===== config.mk =====
export PLATFORM = sky130hd
export DESIGN_NAME = rician_k_factor_accumulator
export DESIGN_NICKNAME = d
export VERILOG_FILES = /design/src/design/rkf_pkg.sv /design/src/design/rkf_datapath.sv /design/src/design/rkf_ctrl.sv /design/src/design/rician_k_factor_accumulator.sv
export VERILOG_INCLUDE_DIRS = /design/src /design/src/design
export SDC_FILE = /design/constraint.sdc
export NUM_CORES = 2
export LEC_CHECK = 0
export BUFFER_PORTS_ARGS = -buffer_cell sky130_fd_sc_hd__buf_2
export CAP_MARGIN = 30
export CELL_PAD_IN_SITES_DETAIL_PLACEMENT = 1
export CELL_PAD_IN_SITES_GLOBAL_PLACEMENT = 2
export CORE_MARGIN = 2
export CORE_UTILIZATION = 36
export CTS_CLUSTER_SIZE = 28
export DETAILED_ROUTE_END_ITERATION = 7
export GPL_ROUTABILITY_DRIVEN = 0
export HOLD_SLACK_MARGIN = 0.03
export PLACE_DENSITY_LB_ADDON = 0.1
export RECOVER_POWER = 50
export SLEW_MARGIN = 25
export SYNTH_ARGS = -nofsm -noshare
export SYNTH_HDL_FRONTEND = slang
export SYNTH_SLANG_ARGS = --single-unit

===== constraint.sdc =====
create_clock -name clk -period 10.41 [get_ports clk]
set_clock_uncertainty 0.05 [all_clocks]
set_input_delay 1.041 -clock clk [delete_from_list [all_inputs] [get_ports clk]]
set_output_delay 1.041 -clock clk [all_outputs]
set_load 0.02 [all_outputs]

===== src/design/rician_k_factor_accumulator_defines.svh =====
// assertion macros for the rician k-factor accumulator
// used by the top level only, no other dependencies
`ifndef RICIAN_K_FACTOR_ACCUMULATOR_DEFINES_SVH
`define RICIAN_K_FACTOR_ACCUMULATOR_DEFINES_SVH

// implication checked on every clock edge outside reset
`define RKF_ASSERT_IMPL(label, clk, rst_n, ante, cons) \
    label: assert property (@(posedge clk) disable iff (!rst_n) (ante) |-> (cons)) \
        else $error("implication failed");

// implication whose consequent is checked in the next cycle
`define RKF_ASSERT_NEXT(label, clk, rst_n, ante, cons) \
    label: assert property (@(posedge clk) disable iff (!rst_n) (ante) |=> (cons)) \
        else $error("next-cycle implication failed");

`endif


===== src/design/rkf_pkg.sv =====
// shared types and constants for the rician k-factor accumulator
// no dependencies
package rkf_pkg;

    localparam int COORD_BITS = 24;
    localparam int POWER_BITS = 32;
    localparam int WIN_BITS   = 20;
    localparam int LEN_BITS   = 26;
    localparam int THR_BITS   = 27;
    localparam int SUM_BITS   = 44;
    localparam int KF_BITS    = 32;
    localparam int SQ_BITS    = 64;
    localparam int ROOT_BITS  = 32;
    localparam int DIV_BITS   = SUM_BITS + 16;

    localparam logic [WIN_BITS-1:0] WIN_RESET = WIN_BITS'(10);
    localparam logic [SUM_BITS-1:0] SUM_MAX   = {SUM_BITS{1'b1}};
    localparam logic [THR_BITS-1:0] THR_MAX   = {THR_BITS{1'b1}};
    localparam logic [KF_BITS-1:0]  KF_MAX    = {KF_BITS{1'b1}};

    // controller to datapath commands
    typedef struct packed {
        logic load_in;     // capture input item
        logic sq_start;    // start one squared difference step
        logic sq_acc;      // add the squared term
        logic sqrt_start;
        logic sqrt_step;
        logic thr_load;    // threshold from root
        logic sums_clear;
        logic accum;       // add power into a sum
        logic div_start;
        logic div_step;
        logic res_load;    // finish result into output register
    } rkf_cmd_t;

    // datapath to controller status
    typedef struct packed {
        logic first;
        logic last;
        logic sqrt_done;
        logic div_done;
    } rkf_stat_t;

endpackage


===== src/design/rkf_datapath.sv =====
// datapath: coordinate squares, iterative root, sums, iterative divider
// depends on rkf_pkg
module rkf_datapath (
    input  logic                                clk,
    input  logic                                rst_n,
    input  rkf_pkg::rkf_cmd_t                   cmd,
    output rkf_pkg::rkf_stat_t                  stat,
    input  logic [rkf_pkg::WIN_BITS-1:0]        window,
    input  logic                                first_path,
    input  logic                                last_path,
    input  logic                                path_present,
    input  logic signed [rkf_pkg::COORD_BITS-1:0] tx_x,
    input  logic signed [rkf_pkg::COORD_BITS-1:0] tx_y,
    input  logic signed [rkf_pkg::COORD_BITS-1:0] tx_z,
    input  logic signed [rkf_pkg::COORD_BITS-1:0] rx_x,
    input  logic signed [rkf_pkg::COORD_BITS-1:0] rx_y,
    input  logic signed [rkf_pkg::COORD_BITS-1:0] rx_z,
    input  logic [rkf_pkg::POWER_BITS-1:0]      path_power,
    input  logic [rkf_pkg::LEN_BITS-1:0]        path_len_mm,
    output logic [rkf_pkg::KF_BITS-1:0]         k_factor,
    output logic                                k_infinite,
    output logic [rkf_pkg::SUM_BITS-1:0]        total_gain
);
    import rkf_pkg::*;

    localparam int DW = COORD_BITS + 1;

    // captured item
    logic                   first_reg, last_reg, present_reg;
    logic [POWER_BITS-1:0]  power_reg;
    logic [LEN_BITS-1:0]    len_reg;
    logic [DW-1:0]          mag_reg [3];
    logic [1:0]             axis_reg;
    logic [2*DW-1:0]        prod_reg;
    logic [SQ_BITS-1:0]     sq_reg;

    // root and divider state
    logic [SQ_BITS-1:0]     rem_reg;
    logic [ROOT_BITS-1:0]   root_reg;
    logic [5:0]             sqrt_cnt_reg;
    logic [THR_BITS-1:0]    thr_reg;
    logic [SUM_BITS-1:0]    los_reg, nlos_reg;
    logic [DIV_BITS-1:0]    quo_reg;
    logic [SUM_BITS:0]      drem_reg;
    logic [5:0]             div_cnt_reg;

    logic [DW-1:0]          d_x, d_y, d_z;
    logic [DW-1:0]          mag_sel;
    logic [SQ_BITS:0]       sq_sum;
    logic [SQ_BITS-1:0]     trial;
    logic [SQ_BITS-1:0]     pair;
    logic [SUM_BITS:0]      los_add, nlos_add, tot_add, drem_sh;
    logic [THR_BITS:0]      thr_add;

    function automatic logic [DW-1:0] absdiff(logic signed [COORD_BITS-1:0] a,
                                              logic signed [COORD_BITS-1:0] b);
        logic signed [DW-1:0] d;
        d = DW'(a) - DW'(b);
        return d[DW-1] ? DW'(-d) : DW'(d);
    endfunction

    assign d_x = absdiff(tx_x, rx_x);
    assign d_y = absdiff(tx_y, rx_y);
    assign d_z = absdiff(tx_z, rx_z);
    assign mag_sel = mag_reg[axis_reg];
    assign sq_sum  = {1'b0, sq_reg} + (SQ_BITS+1)'(prod_reg);

    // root: current pair of bits and trial value
    assign pair  = rem_reg;
    assign trial = {{(SQ_BITS-ROOT_BITS-2){1'b0}}, root_reg, 2'b01};
    assign thr_add = (THR_BITS+1)'(root_reg) + (THR_BITS+1)'(window);

    assign los_add  = {1'b0, los_reg} + (SUM_BITS+1)'(power_reg);
    assign nlos_add = {1'b0, nlos_reg} + (SUM_BITS+1)'(power_reg);
    assign tot_add  = {1'b0, los_reg} + {1'b0, nlos_reg};
    assign drem_sh  = {drem_reg[SUM_BITS-1:0], quo_reg[DIV_BITS-1]};

    assign stat.first     = first_reg;
    assign stat.last      = last_reg;
    assign stat.sqrt_done = (sqrt_cnt_reg == 6'd0);
    assign stat.div_done  = (div_cnt_reg == 6'd0);

    // capture and squares
    always_ff @(posedge clk)
    begin
        if (cmd.load_in)
        begin
            first_reg   <= first_path;
            last_reg    <= last_path;
            present_reg <= path_present;
            power_reg   <= path_power;
            len_reg     <= path_len_mm;
            mag_reg[0]  <= d_x;
            mag_reg[1]  <= d_y;
            mag_reg[2]  <= d_z;
            axis_reg    <= 2'd0;
            sq_reg      <= '0;
        end
        if (cmd.sq_start)
        begin
            prod_reg <= mag_sel * mag_sel;
            axis_reg <= axis_reg + 2'd1;
        end
        if (cmd.sq_acc)
            sq_reg <= sq_sum[SQ_BITS-1:0];
    end

    // root, one result bit per step, remainder held in rem, radicand shifted in
    logic [SQ_BITS-1:0] rad_reg;
    logic [SQ_BITS-1:0] r_rem;
    always_comb
    begin
        r_rem = {pair[SQ_BITS-3:0], rad_reg[SQ_BITS-1:SQ_BITS-2]};
    end

    always_ff @(posedge clk or negedge rst_n)
    begin
        if (!rst_n)
        begin
            rad_reg      <= '0;
            rem_reg      <= '0;
            root_reg     <= '0;
            quo_reg      <= '0;
            drem_reg     <= '0;
            sqrt_cnt_reg <= '0;
            div_cnt_reg  <= '0;
            thr_reg      <= '0;
            los_reg      <= '0;
            nlos_reg     <= '0;
        end
        else
        begin
            if (cmd.sqrt_start)
            begin
                rad_reg      <= sq_reg;
                rem_reg      <= '0;
                root_reg     <= '0;
                sqrt_cnt_reg <= 6'd32;
            end
            else if (cmd.sqrt_step)
            begin
                rad_reg      <= {rad_reg[SQ_BITS-3:0], 2'b00};
                sqrt_cnt_reg <= sqrt_cnt_reg - 6'd1;
                if (r_rem >= trial)
                begin
                    rem_reg  <= r_rem - trial;
                    root_reg <= {root_reg[ROOT_BITS-2:0], 1'b1};
                end
                else
                begin
                    rem_reg  <= r_rem;
                    root_reg <= {root_reg[ROOT_BITS-2:0], 1'b0};
                end
            end
            if (cmd.thr_load)
                thr_reg <= (thr_add[THR_BITS] || root_reg[ROOT_BITS-1:THR_BITS] != '0)
                           ? THR_MAX : thr_add[THR_BITS-1:0];
            if (cmd.sums_clear)
            begin
                los_reg  <= '0;
                nlos_reg <= '0;
            end
            else if (cmd.accum && present_reg)
            begin
                if ((THR_BITS)'(len_reg) <= thr_reg)
                    los_reg <= los_add[SUM_BITS] ? SUM_MAX : los_add[SUM_BITS-1:0];
                else
                    nlos_reg <= nlos_add[SUM_BITS] ? SUM_MAX : nlos_add[SUM_BITS-1:0];
            end
            // restoring divider, one quotient bit per step
            if (cmd.div_start)
            begin
                quo_reg     <= {los_reg, 16'd0};
                drem_reg    <= '0;
                div_cnt_reg <= 6'(DIV_BITS);
            end
            else if (cmd.div_step)
            begin
                div_cnt_reg <= div_cnt_reg - 6'd1;
                if (drem_sh >= {1'b0, nlos_reg})
                begin
                    drem_reg <= drem_sh - {1'b0, nlos_reg};
                    quo_reg  <= {quo_reg[DIV_BITS-2:0], 1'b1};
                end
                else
                begin
                    drem_reg <= drem_sh;
                    quo_reg  <= {quo_reg[DIV_BITS-2:0], 1'b0};
                end
            end
            if (cmd.res_load)
            begin
                los_reg  <= '0;
                nlos_reg <= '0;
            end
        end
    end

    // result register
    always_ff @(posedge clk)
    begin
        if (cmd.res_load)
        begin
            total_gain <= tot_add[SUM_BITS] ? SUM_MAX : tot_add[SUM_BITS-1:0];
            if (nlos_reg == '0)
            begin
                k_factor   <= (los_reg != '0) ? KF_MAX : '0;
                k_infinite <= (los_reg != '0);
            end
            else
            begin
                k_factor   <= (quo_reg[DIV_BITS-1:KF_BITS] != '0) ? KF_MAX
                                                                 : quo_reg[KF_BITS-1:0];
                k_infinite <= 1'b0;
            end
        end
    end

endmodule


===== src/design/rkf_ctrl.sv =====
// controller state machine sequencing the datapath
// depends on rkf_pkg
module rkf_ctrl (
    input  logic               clk,
    input  logic               rst_n,
    input  logic               in_valid,
    output logic               in_ready,
    output logic               out_valid,
    input  logic               out_ready,
    input  rkf_pkg::rkf_stat_t stat,
    output rkf_pkg::rkf_cmd_t  cmd
);
    import rkf_pkg::*;

    typedef enum logic [7:0] {
        S_IDLE  = 8'b0000_0001,
        S_SQ    = 8'b0000_0010,
        S_SQACC = 8'b0000_0100,
        S_SQRT  = 8'b0000_1000,
        S_THR   = 8'b0001_0000,
        S_ACC   = 8'b0010_0000,
        S_DIV   = 8'b0100_0000,
        S_RES   = 8'b1000_0000
    } rkf_state_t;

    rkf_state_t state_reg, state_next;
    logic [1:0] axis_reg, axis_next;
    logic       ov_reg, ov_next;

    // input taken when idle and no result waiting, or the waiting result is being taken
    assign in_ready  = (state_reg == S_IDLE) && (!ov_reg || out_ready);
    assign out_valid = ov_reg;

    always_comb
    begin
        state_next = state_reg;
        axis_next  = axis_reg;
        ov_next    = ov_reg && !out_ready;
        cmd        = '0;
        case (state_reg)
            S_IDLE:
            begin
                if (in_valid && in_ready)
                begin
                    cmd.load_in = 1'b1;
                    axis_next   = 2'd0;
                    state_next  = S_SQ;
                end
            end
            S_SQ:
            begin
                // all three squares summed: start the root
                if (stat.first && axis_reg == 2'd3)
                begin
                    cmd.sqrt_start = 1'b1;
                    state_next     = S_SQRT;
                end
                else if (stat.first)
                begin
                    cmd.sq_start = 1'b1;
                    state_next   = S_SQACC;
                end
                else
                    state_next = S_ACC;
            end
            S_SQACC:
            begin
                cmd.sq_acc = 1'b1;
                axis_next  = axis_reg + 2'd1;
                state_next = S_SQ;
            end
            S_SQRT:
            begin
                if (stat.sqrt_done)
                begin
                    cmd.thr_load   = 1'b1;
                    cmd.sums_clear = 1'b1;
                    state_next     = S_ACC;
                end
                else
                    cmd.sqrt_step = 1'b1;
            end
            S_ACC:
            begin
                cmd.accum = 1'b1;
                if (stat.last)
                begin
                    state_next = S_THR;
                end
                else
                    state_next = S_IDLE;
            end
            S_THR:
            begin
                cmd.div_start = 1'b1;
                state_next    = S_DIV;
            end
            S_DIV:
            begin
                if (stat.div_done)
                    state_next = S_RES;
                else
                    cmd.div_step = 1'b1;
            end
            S_RES:
            begin
                if (!ov_reg)
                begin
                    cmd.res_load = 1'b1;
                    ov_next      = 1'b1;
                    state_next   = S_IDLE;
                end
            end
            default:
                state_next = S_IDLE;
        endcase
    end

    always_ff @(posedge clk or negedge rst_n)
    begin
        if (!rst_n)
        begin
            state_reg <= S_IDLE;
            axis_reg  <= 2'd0;
            ov_reg    <= 1'b0;
        end
        else
        begin
            state_reg <= state_next;
            axis_reg  <= axis_next;
            ov_reg    <= ov_next;
        end
    end

endmodule


===== src/design/rician_k_factor_accumulator.sv =====
// rician k-factor accumulator top level: config register, controller, datapath
// depends on rkf_pkg, rkf_ctrl, rkf_datapath and the assertion macro header
//
// usage:
//   in_valid/in_ready carries one path transaction; first_path starts a
//   snapshot and samples positions, last_path ends it and yields one result
//   on out_valid/out_ready (k_factor, k_infinite, total_gain).
//   cfg_valid/cfg_ready writes los_window_mm (reset 10); cfg_ready is always
//   high, writes belong to idle periods.
// sequence:
//   plain path: accept, dispatch, accumulate.
//   first item adds the three squares, then the start and the steps of the
//   bit-serial root; last item adds the divider start, its 60 quotient bits
//   and done, then the result register load.
//   a new item is accepted only once the previous one is done.
// reset: sums, threshold and window return to their reset values, no result
//   is pending.
// stall: a held result blocks new input only until it is taken; the last
//   item's result waits for the output register to empty before loading.
`include "rician_k_factor_accumulator_defines.svh"
module rician_k_factor_accumulator (
    input  logic                                clk,
    input  logic                                rst_n,
    input  logic                                cfg_valid,
    output logic                                cfg_ready,
    input  logic [rkf_pkg::WIN_BITS-1:0]        los_window_mm,
    input  logic                                in_valid,
    output logic                                in_ready,
    input  logic                                first_path,
    input  logic                                last_path,
    input  logic                                path_present,
    input  logic signed [rkf_pkg::COORD_BITS-1:0] tx_x,
    input  logic signed [rkf_pkg::COORD_BITS-1:0] tx_y,
    input  logic signed [rkf_pkg::COORD_BITS-1:0] tx_z,
    input  logic signed [rkf_pkg::COORD_BITS-1:0] rx_x,
    input  logic signed [rkf_pkg::COORD_BITS-1:0] rx_y,
    input  logic signed [rkf_pkg::COORD_BITS-1:0] rx_z,
    input  logic [rkf_pkg::POWER_BITS-1:0]      path_power,
    input  logic [rkf_pkg::LEN_BITS-1:0]        path_len_mm,
    output logic                                out_valid,
    input  logic                                out_ready,
    output logic [rkf_pkg::KF_BITS-1:0]         k_factor,
    output logic                                k_infinite,
    output logic [rkf_pkg::SUM_BITS-1:0]        total_gain
);
    import rkf_pkg::*;

    logic [WIN_BITS-1:0] window_reg;
    rkf_cmd_t            cmd;
    rkf_stat_t           stat;

    // window register
    assign cfg_ready = 1'b1;
    always_ff @(posedge clk or negedge rst_n)
    begin
        if (!rst_n)
            window_reg <= WIN_RESET;
        else if (cfg_valid)
            window_reg <= los_window_mm;
    end

    rkf_ctrl u_ctrl (
        .clk       (clk),
        .rst_n     (rst_n),
        .in_valid  (in_valid),
        .in_ready  (in_ready),
        .out_valid (out_valid),
        .out_ready (out_ready),
        .stat      (stat),
        .cmd       (cmd)
    );

    rkf_datapath u_dp (
        .clk          (clk),
        .rst_n        (rst_n),
        .cmd          (cmd),
        .stat         (stat),
        .window       (window_reg),
        .first_path   (first_path),
        .last_path    (last_path),
        .path_present (path_present),
        .tx_x         (tx_x),
        .tx_y         (tx_y),
        .tx_z         (tx_z),
        .rx_x         (rx_x),
        .rx_y         (rx_y),
        .rx_z         (rx_z),
        .path_power   (path_power),
        .path_len_mm  (path_len_mm),
        .k_factor     (k_factor),
        .k_infinite   (k_infinite),
        .total_gain   (total_gain)
    );

    // a loaded result shows valid next cycle
    `RKF_ASSERT_NEXT(a_res_valid, clk, rst_n, cmd.res_load, out_valid)
    // infinite flag only with saturated ratio
    `RKF_ASSERT_IMPL(a_inf_sat, clk, rst_n, out_valid && k_infinite, k_factor == KF_MAX)
    // no input taken while the datapath is busy with division
    `RKF_ASSERT_IMPL(a_busy, clk, rst_n, cmd.div_step, !in_ready)

endmodule

==> reports/metrics.cfg <==
[detailed_routing]
vias=54200
top_layer=met5
drt_iter0_drc=2558
wl_met2_um=108000
dr.pass1.iters=5
wl_per_cell_um=21.3
wl_met1_um=100000
wl_um=217000
wl_met3_um=5910
ant_nets=0
post-route-drc-count=0
avgViaCountPerCell=5.31

[worst_setup_path]
cp-start-kind=register
cp_slowest_cell=dfxtp_2
cpMostUsedCell=fa_1
arrival_ns=9.83
reg2reg_slack_ns=0.99
crit_family=adder cells
worstSetupPathType=register to register
worst-path-max-fanout=55
worstPathRequired_ns=10.82
path_buf_inv=6
max_stage_delay_ns=0.93
end_kind=register

[cts]
post_cts.resized_instances=0
cts_hold_buf=0
cts_made_buffers=91
postCtsSetupRepairBufs=0
cts_root_buf=clkbuf_16
clk_pin_slew_ns=0.06
clk_path_buf_depth=3
cts.htree.levels=3
insertion_delay_ns=0.72
cts_sinks=750
tritoncts=done

[layout]
nNetsFinal=8900
regArea_um2=20400
area_delta_synth_final_pct=10.8
layout_commonest_cell=inv_1
mostFrequentLayoutCells=inv_1, nand2_1, ha_1
multi_input_area_um2=41900
drive_gt1_share_pct=6.78
largest_reg_flops=75
fillers=21500

[floorplan]
io_pins=310
core_um2=185000
die_x_um=436
start_util_pct=36.2
fp.dieH_um=436
rows=158
dieArea_um2=190000

[sta]
rsz0062_at_grt=no
fin_tns_setup_ns=0
finalCritPeriodShare_pct=90.5
final_max_slew_viol_count=848
clock.fmax_ghz=0.106
hold_viol=0
setup_viol=0
min_period_ns=9.42
relSlewSlack_pct=-223
worst_slack_ns=0.987
tightestPinTransition_ns=4.85
hold_ws_ns=0.424

[logic_synthesis]
synth_area_per_cell_um2=9.01
synth_edf_count=328
syn_inst=7444
synth.distinct_cells=90
yosys_warnings=0
ys_seq_area_share_pct=30.4
synth_nets=8698
synth_seq_cells=750
synth-main-ff-cell=dfrtp_1
synthArstFlopShare_pct=56.0
syn_area_um2=67000

[global_routing]
gr-total-overflow=0
grt_usage_pct=22.7
grt_pass1_wl_um=342000
grt_max_degree=83
antenna_found_initial=8
grt_pass1_vias=57700

[run_status]
outcome=finished with violations
failed_checks=capacitance limit, slew limit

[placed_design]
port_buffers=308
place_ws_ns=1.06
hpwl_um=170000

[min_path]
min_path_type=register to register

[job]
maxCapViolCount=15

cell type report:
cell class	instances	area share (%)
Clock buffer	116	3.30
Tap cell	2480	4.18
Inverter	991	5.01
Multi-Input combinational cell	5418	56.4
Clock inverter	56	0.842
Timing Repair Buffer	394	2.74
Sequential cell	750	27.5
Antenna cell	6	0.0202
worst register-to-register path, cell delays in order, from the launching register on:
cell and delay [ns]:
dfxtp_2 0.93, o21a_1 0.86, inv_1 0.58, nand2_1 0.26, inv_1 0.09, fa_1 0.47, fa_1 0.54, inv_1 0.05
fa_1 0.45, fa_1 0.52, inv_1 0.05, fa_1 0.47, fa_1 0.54, inv_1 0.05, fa_1 0.53, inv_1 0.04
ha_1 0.35, nand3_1 0.13, nor2_1 0.19, nand2_1 0.09, a21oi_1 0.43, o2111ai_1 0.31, a2111oi_0 0.57, nor2_1 0.16
o21ai_0 0.22, a21oi_1 0.12, xnor2_1 0.14
per-layer routing:
| metal | track usage, % | vias up |
|---|---|---|
| met4 | 4.69 | 8 |
| met3 | 1.88 | 197 |
| met5 | 0 | - |
| li1 | - | 25800 |
| met2 | 39.5 | 700 |
| met1 | 30.6 | 27500 |
metrics by stage:
| step | cell area, um^2 | utilization [%] | std cells |
|---|---|---|---|
| finish | 74300 | 40.1 | 10200 |
| global route | 74300 | 40.1 | 10200 |
| CTS | 74500 | 40.2 | 10200 |
| detailed placement | 71400 | 38.6 | 10000 |
| global placement | 71400 | 38.5 | 10000 |
| floorplan | 67000 | - | 7444 |
cells in the mapped netlist, types with 57 or more instances:
cell type	count	share of area, %
ha_1	540	10
inv_1	985	5.5
fa_1	484	14
a22oi_1	128	1.4
edfxtp_1	328	15
o21a_1	76	0.85
nor2_1	532	3.0
a21o_1	203	2.3
nor4_1	57	0.53
nand2b_1	61	0.57
nand2_1	835	4.7
xnor2_1	272	3.6
o21ai_0	409	3.1
a31oi_1	80	0.75
nor2b_1	62	0.58
xor2_1	166	2.2
clkbuf_1	254	1.4
nand3_1	210	1.6
nand4_1	68	0.63
nor3_1	88	0.66
and3_1	69	0.64
dfrtp_1	417	16
a21oi_1	476	3.6
final timing paths:
path	depth (start not counted)	endpoint	startpoint
hold / removal	2	u_dp.rad_reg[60]$_DFFE_PN0P_	u_dp.rad_reg[60]$_DFFE_PN0P_
min in group asynchronous	1	u_dp.rad_reg[57]$_DFFE_PN0P_	rst_n
max in group asynchronous	4	u_dp.quo_reg[27]$_DFFE_PN0P_	rst_n
setup reg to reg	26	u_dp.prod_reg[49]$_DFFE_PP_	register
hold reg to reg	2	u_dp.rad_reg[60]$_DFFE_PN0P_	u_dp.rad_reg[60]$_DFFE_PN0P_
setup / recovery	26	u_dp.prod_reg[49]$_DFFE_PP_	register
cells by family after synthesis:
logic type	count (synthesis)	share of synthesized area (%)
flops	750	30.4
mux	78	1.21
simple gates	2136	14.5
xor+xnor	438	5.72
other cells	1	0.00559
compound gates	1741	16.5
buf+inv	1276	7.16
fa+ha+maj	1024	24.5
Power is not shown: default switching activity piles up to over one toggle a cycle in this logic, so the estimate is an artifact.
